`config.mk`:
```
export PLATFORM = sky130hd
export DESIGN_NAME = cpot_front
export DESIGN_NICKNAME = d
export VERILOG_FILES = /design/src/rtl/cpot_pkg.sv /design/src/rtl/cpot_front.sv
export SDC_FILE = /design/constraint.sdc
export NUM_CORES = 1
export LEC_CHECK = 0
export ABC_CLOCK_PERIOD_IN_PS = 8200
export BUFFER_PORTS_ARGS = -buffer_cell sky130_fd_sc_hd__clkbuf_2
export CAP_MARGIN = 5
export CORE_AREA = 2 2 190 192
export DETAILED_ROUTE_END_ITERATION = 10
export DIE_AREA = 0 0 192 194
export PLACE_DENSITY = 0.92
export SETUP_SLACK_MARGIN = 0.3
export SKIP_CTS_REPAIR_TIMING = 1
export SLEW_MARGIN = 30
export SYNTH_ARGS = -nofsm -noshare
export SYNTH_HDL_FRONTEND = slang
export SYNTH_SLANG_ARGS = --single-unit
```
`constraint.sdc`:
```
create_clock -name aclk -period 8.2 [get_ports aclk]
set_input_delay 1.23 -clock aclk [delete_from_list [all_inputs] [get_ports aclk]]
set_output_delay 1.23 -clock aclk [all_outputs]
set_load 0.01 [all_outputs]
```
`src/rtl/cpot_pkg.sv`:
```
// Package with the kind codes and the stage control type of the overlap test.
package cpot_pkg;

    localparam int KIND_BITS = 2;
    localparam logic [KIND_BITS-1:0] KIND_CIRCLE = 2'd0;
    localparam logic [KIND_BITS-1:0] KIND_BOX    = 2'd1;

    localparam int TUSER_BITS  = 2 * KIND_BITS;
    localparam int OUT_TDATA_W = 8;

    // sq: the decision waits for the squared compare.
    // strict: the squared compare is strict (circle pairs).
    // hit: the decision when no squared compare is needed.
    typedef struct packed {
        logic sq;
        logic strict;
        logic hit;
    } ctl_t;

endpackage

```
`src/rtl/cpot_front.sv`:
```
// First stage: pair classification, doubled distances and the box pair test.
module cpot_front
    import cpot_pkg::*;
#(
    parameter int W = 24
) (
    input  logic                  aclk,
    input  logic                  aresetn,
    input  logic                  in_valid,
    output logic                  in_ready,
    input  logic [KIND_BITS-1:0]  kind_a,
    input  logic signed [W-1:0]   pos_x_a,
    input  logic signed [W-1:0]   pos_y_a,
    input  logic [W-2:0]          size_w_a,
    input  logic [W-2:0]          size_h_a,
    input  logic [KIND_BITS-1:0]  kind_b,
    input  logic signed [W-1:0]   pos_x_b,
    input  logic signed [W-1:0]   pos_y_b,
    input  logic [W-2:0]          size_w_b,
    input  logic [W-2:0]          size_h_b,
    output logic                  out_valid,
    input  logic                  out_ready,
    output logic signed [W+2:0]   dx,
    output logic signed [W+2:0]   dy,
    output logic [W-2:0]          ext_w,
    output logic [W-2:0]          ext_h,
    output logic [W-1:0]          rad,
    output ctl_t                  ctl
);

    localparam int EW = W + 3;

    logic                 valid_reg;
    logic signed [EW-1:0] dx_reg, dx_next;
    logic signed [EW-1:0] dy_reg, dy_next;
    logic [W-2:0]         ext_w_reg, ext_w_next;
    logic [W-2:0]         ext_h_reg, ext_h_next;
    logic [W-1:0]         rad_reg, rad_next;
    ctl_t                 ctl_reg, ctl_next;

    logic signed [EW-1:0] xa_e, ya_e, xb_e, yb_e;
    logic signed [EW-1:0] wa_e, ha_e, wb_e, hb_e;
    logic signed [EW-1:0] ddx, ddy, bx2, by2, cx2, cy2, bw_e, bh_e;
    logic [W-2:0]         box_w, box_h, circ_r;
    logic                 is_cc, is_bb, is_bc, swap, bb_reject;

    always_comb begin
        xa_e = EW'(pos_x_a);
        ya_e = EW'(pos_y_a);
        xb_e = EW'(pos_x_b);
        yb_e = EW'(pos_y_b);
        wa_e = signed'(EW'(size_w_a));
        ha_e = signed'(EW'(size_h_a));
        wb_e = signed'(EW'(size_w_b));
        hb_e = signed'(EW'(size_h_b));

        is_cc = (kind_a == KIND_CIRCLE) && (kind_b == KIND_CIRCLE);
        is_bb = (kind_a == KIND_BOX) && (kind_b == KIND_BOX);
        is_bc = ((kind_a == KIND_BOX) && (kind_b == KIND_CIRCLE)) ||
                ((kind_a == KIND_CIRCLE) && (kind_b == KIND_BOX));
        swap  = (kind_a == KIND_CIRCLE);

        // Box pair: compare doubled edges, touching counts as overlap.
        ddx = (xa_e + xa_e) - (xb_e + xb_e);
        ddy = (ya_e + ya_e) - (yb_e + yb_e);
        bb_reject = (ddx + wa_e + wb_e < 0) || (ddx - wa_e - wb_e > 0) ||
                    (ddy + ha_e + hb_e < 0) || (ddy - ha_e - hb_e > 0);

        // Box against circle, with the box always taken as the first role.
        box_w  = swap ? size_w_b : size_w_a;
        box_h  = swap ? size_h_b : size_h_a;
        circ_r = swap ? size_w_a : size_w_b;
        bw_e   = swap ? wb_e : wa_e;
        bh_e   = swap ? hb_e : ha_e;
        bx2    = swap ? (xb_e + xb_e) : (xa_e + xa_e);
        by2    = swap ? (yb_e + yb_e) : (ya_e + ya_e);
        cx2    = swap ? (xa_e + xa_e) : (xb_e + xb_e);
        cy2    = swap ? (ya_e + ya_e) : (yb_e + yb_e);

        if (is_cc) begin
            dx_next    = xa_e - xb_e;
            dy_next    = ya_e - yb_e;
            ext_w_next = '0;
            ext_h_next = '0;
            rad_next   = W'(size_w_a) + W'(size_w_b);
        end else begin
            dx_next    = cx2 - bx2 - bw_e;
            dy_next    = cy2 - by2 - bh_e;
            ext_w_next = box_w;
            ext_h_next = box_h;
            rad_next   = {circ_r, 1'b0};
        end

        ctl_next.sq     = is_cc || is_bc;
        ctl_next.strict = is_cc;
        ctl_next.hit    = is_bb && !bb_reject;
    end

    assign in_ready = !valid_reg || out_ready;

    always_ff @(posedge aclk) begin
        if (!aresetn) begin
            valid_reg <= 1'b0;
        end else if (in_ready) begin
            valid_reg <= in_valid;
        end
    end

    always_ff @(posedge aclk) begin
        if (in_valid && in_ready) begin
            dx_reg    <= dx_next;
            dy_reg    <= dy_next;
            ext_w_reg <= ext_w_next;
            ext_h_reg <= ext_h_next;
            rad_reg   <= rad_next;
            ctl_reg   <= ctl_next;
        end
    end

    assign out_valid = valid_reg;
    assign dx        = dx_reg;
    assign dy        = dy_reg;
    assign ext_w     = ext_w_reg;
    assign ext_h     = ext_h_reg;
    assign rad       = rad_reg;
    assign ctl       = ctl_reg;

endmodule

```
==> results by group, run 1 <==
Run status
  • Outcome: finished clean

Critical path
  • Crit path from: pos_y_b[1]
  • CP Capture Type: flip-flop
  • Worst R2R End: ext_w[1]
  • Reg2reg start: out_valid
  • Critical Path Stages: 26
  • Crit Path Max Fanout: 7
  • Crit start category: input port
  • Crit path largest cell delay: 0.53 ns
  • Critical path class: input port to flip-flop
  • FF-to-FF setup slack: about 6 ns
  • Buf+Inv Stages, Crit Path: 3
  • Critical Path RT: approximately 8.5 ns
  • Top delay family on crit path: compound AO/OA/AOI/OAI gates
  • R2R depth: 4
  • Slowest CP cell: or4_4
  • Crit path DAT: between 7 and 8 ns

Clocking
  • Clk slew on worst S/H paths: around 0.06 ns
  • CTS sink cnt: ~130
  • Inserted Clock Buffers: 17
  • Max Root-Sink Buffers: 2
  • CTS tree: yes
  • CTS H-Tree Depth: 4
  • Clk_lat worst skew: 0.47 ns
  • Clk root buf: clkbuf_16

Timing
  • Unrepaired setup endpoints after global routing: no
  • Fin Setup TNS: 0 ns
  • Final worst setup slack: ~1.2 ns
  • Relative slew margins: roughly 37%
  • Fin. Hold Viols: 0
  • Final max-slew violation count: 0
  • Fmax: ~0.14 GHz
  • Min cycle time layout: between 6 and 7 ns
  • Final period utilization: 85.3%
  • Worst-Margin Slew: about 0.93 ns
  • Max Clock Skew: roughly 0.012 ns
  • Setup violations, final: 0

Die
  • Cell Rows: a little under 70
  • Initial Util: 59.2%
  • I/O pin count: 325
  • Total Die Area: ~0.037 mm^2
  • Die W: around 190 um
  • Die H: a little under 200 um
  • Core area: around 0.035 mm^2

Drt
  • Routed length per instance: 21.4 um
  • Initial drt markers: 2,064
  • # DRC: 0
  • First-pass DRT Iterations: 8
  • ANT nets after route: 0
  • Total Wirelength: between 70 and 80 mm
  • Vias per cell: 6.24
  • Via Count: between 20,000 and 25,000

Finish
  • Fin nets: 3,421
  • Ratio of cells with drive above 1 in the final layout: between 10% and 20%
  • Register area: 0.00383 mm^2
  • Multi-input logic area: 0.0152 mm^2
  • Synth-to-Final Area Change: 12.7%
  • # fillers: ~2,800

Global route
  • Gr usage total: a little under two fifths
  • Vias in the first global route: 20,500
  • First-pass GRT wire length: 110 mm
  • Largest net degree at the start of global routing: just over 80
  • Congestion Overflow GR: 0
  • Initial antenna violation count: 7

Min path
  • Endpoint, Worst Hold: out_valid
  • Worst min-delay path class: flip-flop to flip-flop
  • Worst Hold Path Cells: 2
  • Hold Path Origin: out_valid

Yosys
  • Ys flop type: edfxtp_1
  • Yosys warning total: 0
  • Synthesized flop and latch total: approximately 130
  • Ys async rst share: 0%
  • Cells after synthesis: between 2,000 and 3,000
  • Syn_nets: between 3,000 and 4,000
  • Sequential area share after synthesis: between 10% and 20%
  • EDFF count, synth: around 130
  • Synth unique cells: between 80 and 90
  • Syn avg cell area: 8.08 um^2
  • Mapped Area: roughly 0.021 mm^2

Pwr
  • Max VDD drop: roughly 0.00019 V
  • Pleak: approximately 12 nW
  • Power Density: ~220 mW/mm^2

Placement
  • Placer Congestion: 1.05
  • Port bufs: around 320
  • Post-DP HPWL: about 58 mm
  • Dpl ws: slightly above 0.9 ns

Job
  • Max_cap viols: 0
[through the flow]
step                      total power [W]  cells  util [%]  instance area, um^2  hold WS, ns
after floorplan                   0.00319   2578         -                20800        0.610
after global placement            0.00404   3293      64.8                22800        0.511
after detailed placement          0.00413   3294      64.9                22900        0.582
after CTS                         0.00500   3326      66.6                23500        0.589
after global routing              0.00542   3331      66.7                23500        0.644
final                             0.00510   3332      66.7                23500        0.600
[tightest hold or removal path, stage by stage, from the launching register on]
cell	delay, ns
dfxtp_1	0.31
nand2b_1	0.13
a21boi_0	0.11
[report_power, final]
part,switching (W),total [W],leakage [nW],internal [W]
clock network,0.000341,0.000850,0.294,0.000509
registers,0.0000424,0.000934,1.24,0.000892
logic,0.00203,0.00332,10.1,0.00128
total,0.00242,0.00510,11.7,0.00268
[cell families (layout without fill, tap and decap cells)]
logic type      Yosys count  count (layout)  synth area share (%)
xor+xnor                123             123                  5.17
buf+inv                 489             776                  8.82
fa+ha+maj               374             374                  27.3
flops                   128             128                  18.4
mux                      63              63                  3.04
simple gates            695             695                  16.5
other cells               0               6                     0
compound gates          706             706                  20.8
[synth_stat cells (54+ instances only)]
cell        n  area [um^2]
and2_1     54          338
fa_1      135         2700
nand2_1   236          886
ha_1      238         2980
nor2_1    141          529
clkbuf_1   67          251
xnor2_1    75          657
a21oi_1   198          991
inv_1     407         1530
a21o_1     58          435
edfxtp_1  127         3810
mux2i_1    61          611
o21ai_0   222         1110
[cell usage in the layout (no fill, tap or decap), types with 8 or more instances in the layout]
master / count
nor2b_1: 26
mux2i_1: 61
a31oi_1: 29
edfxtp_1: 127
o21a_1: 28
ha_1: 238
a21oi_1: 198
nand3b_1: 8
fa_1: 135
buf_4: 11
xor2_1: 48
nand4_1: 29
or4_1: 8
inv_1: 406
o21ai_0: 222
clkbuf_2: 324
o31ai_1: 16
a21o_1: 58
nand2b_1: 40
xnor2_1: 75
a21boi_0: 10
clkbuf_16: 17
and2_1: 53
a211o_1: 8
o211ai_1: 9
a211oi_1: 21
nor3b_1: 12
and3_1: 8
nor3_1: 39
nor2_1: 140
nor4_1: 8
nand2_1: 236
o21bai_1: 32
nand3_1: 30
or2_2: 11
or3_1: 16
a31o_2: 8
[final cells by class]
cell class                      instances  area share (%)
Multi-Input combinational cell       1961            64.7
Clock inverter                         13           0.799
Inverter                              408            6.52
Antenna cell                            6          0.0639
Clock buffer                           19            1.84
Sequential cell                       128            16.3
Tap cell                              461            2.46
Timing Repair Buffer                  336            7.34
[metal layers]
metal | vias up | GRT usage [%] | routed length [um]
met2 | 1281 | 62.8 | 33600
li1 | 9379 | - | -
met1 | 9859 | 45.7 | 26400
met5 | - | 0 | 40
met4 | 2 | 22.0 | 4420
met3 | 276 | 7.98 | 6810
[worst max path at each step]
| stage | endpoint | slack (ns) |
|---|---|---|
| final | ctl[0] | 1.21 |
| after global routing | ctl[0] | 0.95 |
| after CTS | ctl[0] | 1.37 |
| after detailed placement | ctl[0] | 0.92 |
| after global placement | ctl[0] | 1.15 |
| after floorplan | ctl[0] | 1.84 |
Note: power is estimated with default switching activity, not from simulation.
==> run 2: changes to the inputs <==
--- a/config.mk
+++ b/config.mk
@@ -9,6 +9,7 @@
 export BUFFER_PORTS_ARGS = -buffer_cell sky130_fd_sc_hd__clkbuf_2
 export CAP_MARGIN = 5
 export CORE_AREA = 2 2 190 192
+export CTS_BUF_LIST = sky130_fd_sc_hd__clkbuf_8 sky130_fd_sc_hd__clkbuf_16
 export DETAILED_ROUTE_END_ITERATION = 10
 export DIE_AREA = 0 0 192 194
 export PLACE_DENSITY = 0.92
==> results by group, run 2 (synthesized netlist as in run 1, its figures left out) <==
Run status
  • Outcome: finished clean

Critical path
  • Slowest CP cell: or4_4
  • Crit start category: input port
  • Crit Path Max Fanout: 7 (unchanged)
  • FF-to-FF setup slack: 5.83 ns (about the same)
  • Critical path class: input port to flip-flop
  • Crit path largest cell delay: 0.53 ns (about the same)
  • CP Capture Type: flip-flop
  • Crit path DAT: 7.30 ns (about the same)
  • Critical Path RT: 8.50 ns (about the same)

Timing
  • Fin. Hold Viols: 0 (unchanged)
  • Fin Setup TNS: 0 ns (unchanged)
  • Worst-Margin Slew: 0.919 ns (-0.0153 ns)
  • Unrepaired setup endpoints after global routing: no
  • Relative slew margins: 38.1% (+1.0 points)
  • Final period utilization: 85.4% (about the same)
  • Fin Hold WS: 0.600 ns (+0.00000300 ns)
  • Setup violations, final: 0 (unchanged)
  • Fmax: 0.143 GHz (about the same)
  • Final max-slew violation count: 0 (unchanged)
  • Max Clock Skew: 0.0105 ns (-0.00135 ns)
  • Min cycle time layout: 7.00 ns (+0.00582 ns)

Clocking
  • CTS H-Tree Depth: 4 (unchanged)
  • Inserted Clock Buffers: 17 (unchanged)
  • Clk slew on worst S/H paths: 0.06 ns (about the same)
  • Clk root buf: clkbuf_16
  • Clk_lat worst skew: 0.47 ns (about the same)
  • Max Root-Sink Buffers: 2 (unchanged)
  • CTS sink cnt: 128 (unchanged)
  • CTS tree: yes

Drt
  • Routed length per instance: 21.4 um (about the same)
  • First-pass DRT Iterations: 9 (+1)
  • Via Count: 20,800 (-0.019%)
  • # DRC: 0 (unchanged)
  • ANT nets after route: 0 (unchanged)
  • Initial drt markers: 2,064 (unchanged)
  • Vias per cell: 6.24 (about the same)
  • Total Wirelength: 71.3 mm (about the same)

Global route
  • Largest net degree at the start of global routing: 82 (unchanged)
  • Most Crowded Layer GR: met2
  • Gr usage total: 38.0% (unchanged)
  • Routing usage on met2: 62.8% (unchanged)
  • Grt met1 use: 45.7% (unchanged)
  • Vias in the first global route: 20,500 (unchanged)
  • Congestion Overflow GR: 0 (unchanged)
  • Initial antenna violation count: 7 (unchanged)
  • Met3 Use GR: 7.98% (unchanged)
  • First-pass GRT wire length: 110 mm (unchanged)

Finish
  • Final std cells w/o fill: 3,332 (unchanged)
  • Synth-to-Final Area Change: 12.7% (unchanged)
  • Core Util, Final: 66.7% (unchanged)
  • Most common cell after layout, fill and taps aside: inv_1
  • # fillers: 2,840 (unchanged)
  • Ratio of cells with drive above 1 in the final layout: 14.2% (unchanged)
  • Fin nets: 3,421 (unchanged)
  • Commonest non-fill, non-tap cells in the layout: inv_1 (408), clkbuf_2 (324), ha_1 (238), nand2_1 (236), o21ai_0 (222)

Job
  • Max_cap viols: 0 (unchanged)

Pwr
  • Overall Power: 0.00510 W (about the same)
  • Power Density: 217 mW/mm^2 (about the same)
  • Pleak: 11.7 nW (about the same)
  • Max VDD drop: 0.000192 V (+0.30%)

Die
  • Total Die Area: 0.0372 mm^2 (unchanged)
  • Initial Util: 59.2% (unchanged)
  • Die W: 192 um (unchanged)
  • Die H: 194 um (unchanged)
  • Core area: 0.0352 mm^2 (unchanged)
  • I/O pin count: 325 (unchanged)
  • Cell Rows: 69 (unchanged)

Min path
  • Worst min-delay path class: flip-flop to flip-flop

Placement
  • Cells after DPL: 3,294 (unchanged)
  • Port bufs: 324 (unchanged)
  • Placer Congestion: 1.05 (unchanged)
  • Post-DP HPWL: 58.0 mm (unchanged)
==> run 2: report_power, final <==
part | total, W | switching [W] | leakage [nW] | internal (W)
combinational | 0.00331 | 0.00203 | 10.1 | 0.00128
sequential | 0.000934 | 0.0000427 | 1.24 | 0.000892
clock | 0.000847 | 0.000341 | 0.302 | 0.000507
total | 0.00510 | 0.00242 | 11.7 | 0.00268
==> run 2: final timing paths <==
kind / startpoint / to / depth (start not counted)
worst min-delay path: out_valid / out_valid / 2
worst min register to register: out_valid / out_valid / 2
worst max register to register: out_valid / ext_w[1] / 4
worst max-delay path: pos_y_b[1] / ctl[0] / 26
==> run 2: area by class of cell <==
type | instances | area (um^2) | share of cell area (%)
diodes | 6 | 15.0 | 0.0639
clock buffers | 17 | 425 | 1.81
flip-flops and latches | 128 | 3830 | 16.3
repair buffers | 336 | 1720 | 7.34
well taps | 461 | 577 | 2.46
inverters | 408 | 1530 | 6.52
clock inverters | 15 | 195 | 0.831
multi-input cells | 1961 | 15200 | 64.7
==> run 2: worst max-delay path: cells and delay by family <==
family / cells / cell delay (ns)
XOR/XNOR: 1 / 0.33
buffers and inverters: 3 / 0.28
AND/OR/NAND/NOR: 8 / 1.90
adder cells (fa/ha/maj): 3 / 1.24
AO/OA/AOI/OAI: 11 / 2.30
==> run 2: per-stage QoR <==
stage | area, um^2 | worst slack (ns)
after global placement | 22800 | 1.15
after floorplan | 20800 | 1.84
after global routing | 23500 | 0.952
after CTS | 23500 | 1.37
after detailed placement | 22900 | 0.925
final | 23500 | 1.20
==> run 2: per-layer routing <==
metal | vias to the layer above | wire length, um
met5 | - | 40
met4 | 2 | 4440
met3 | 274 | 6760
met2 | 1292 | 33500
met1 | 9851 | 26500
li1 | 9374 | -
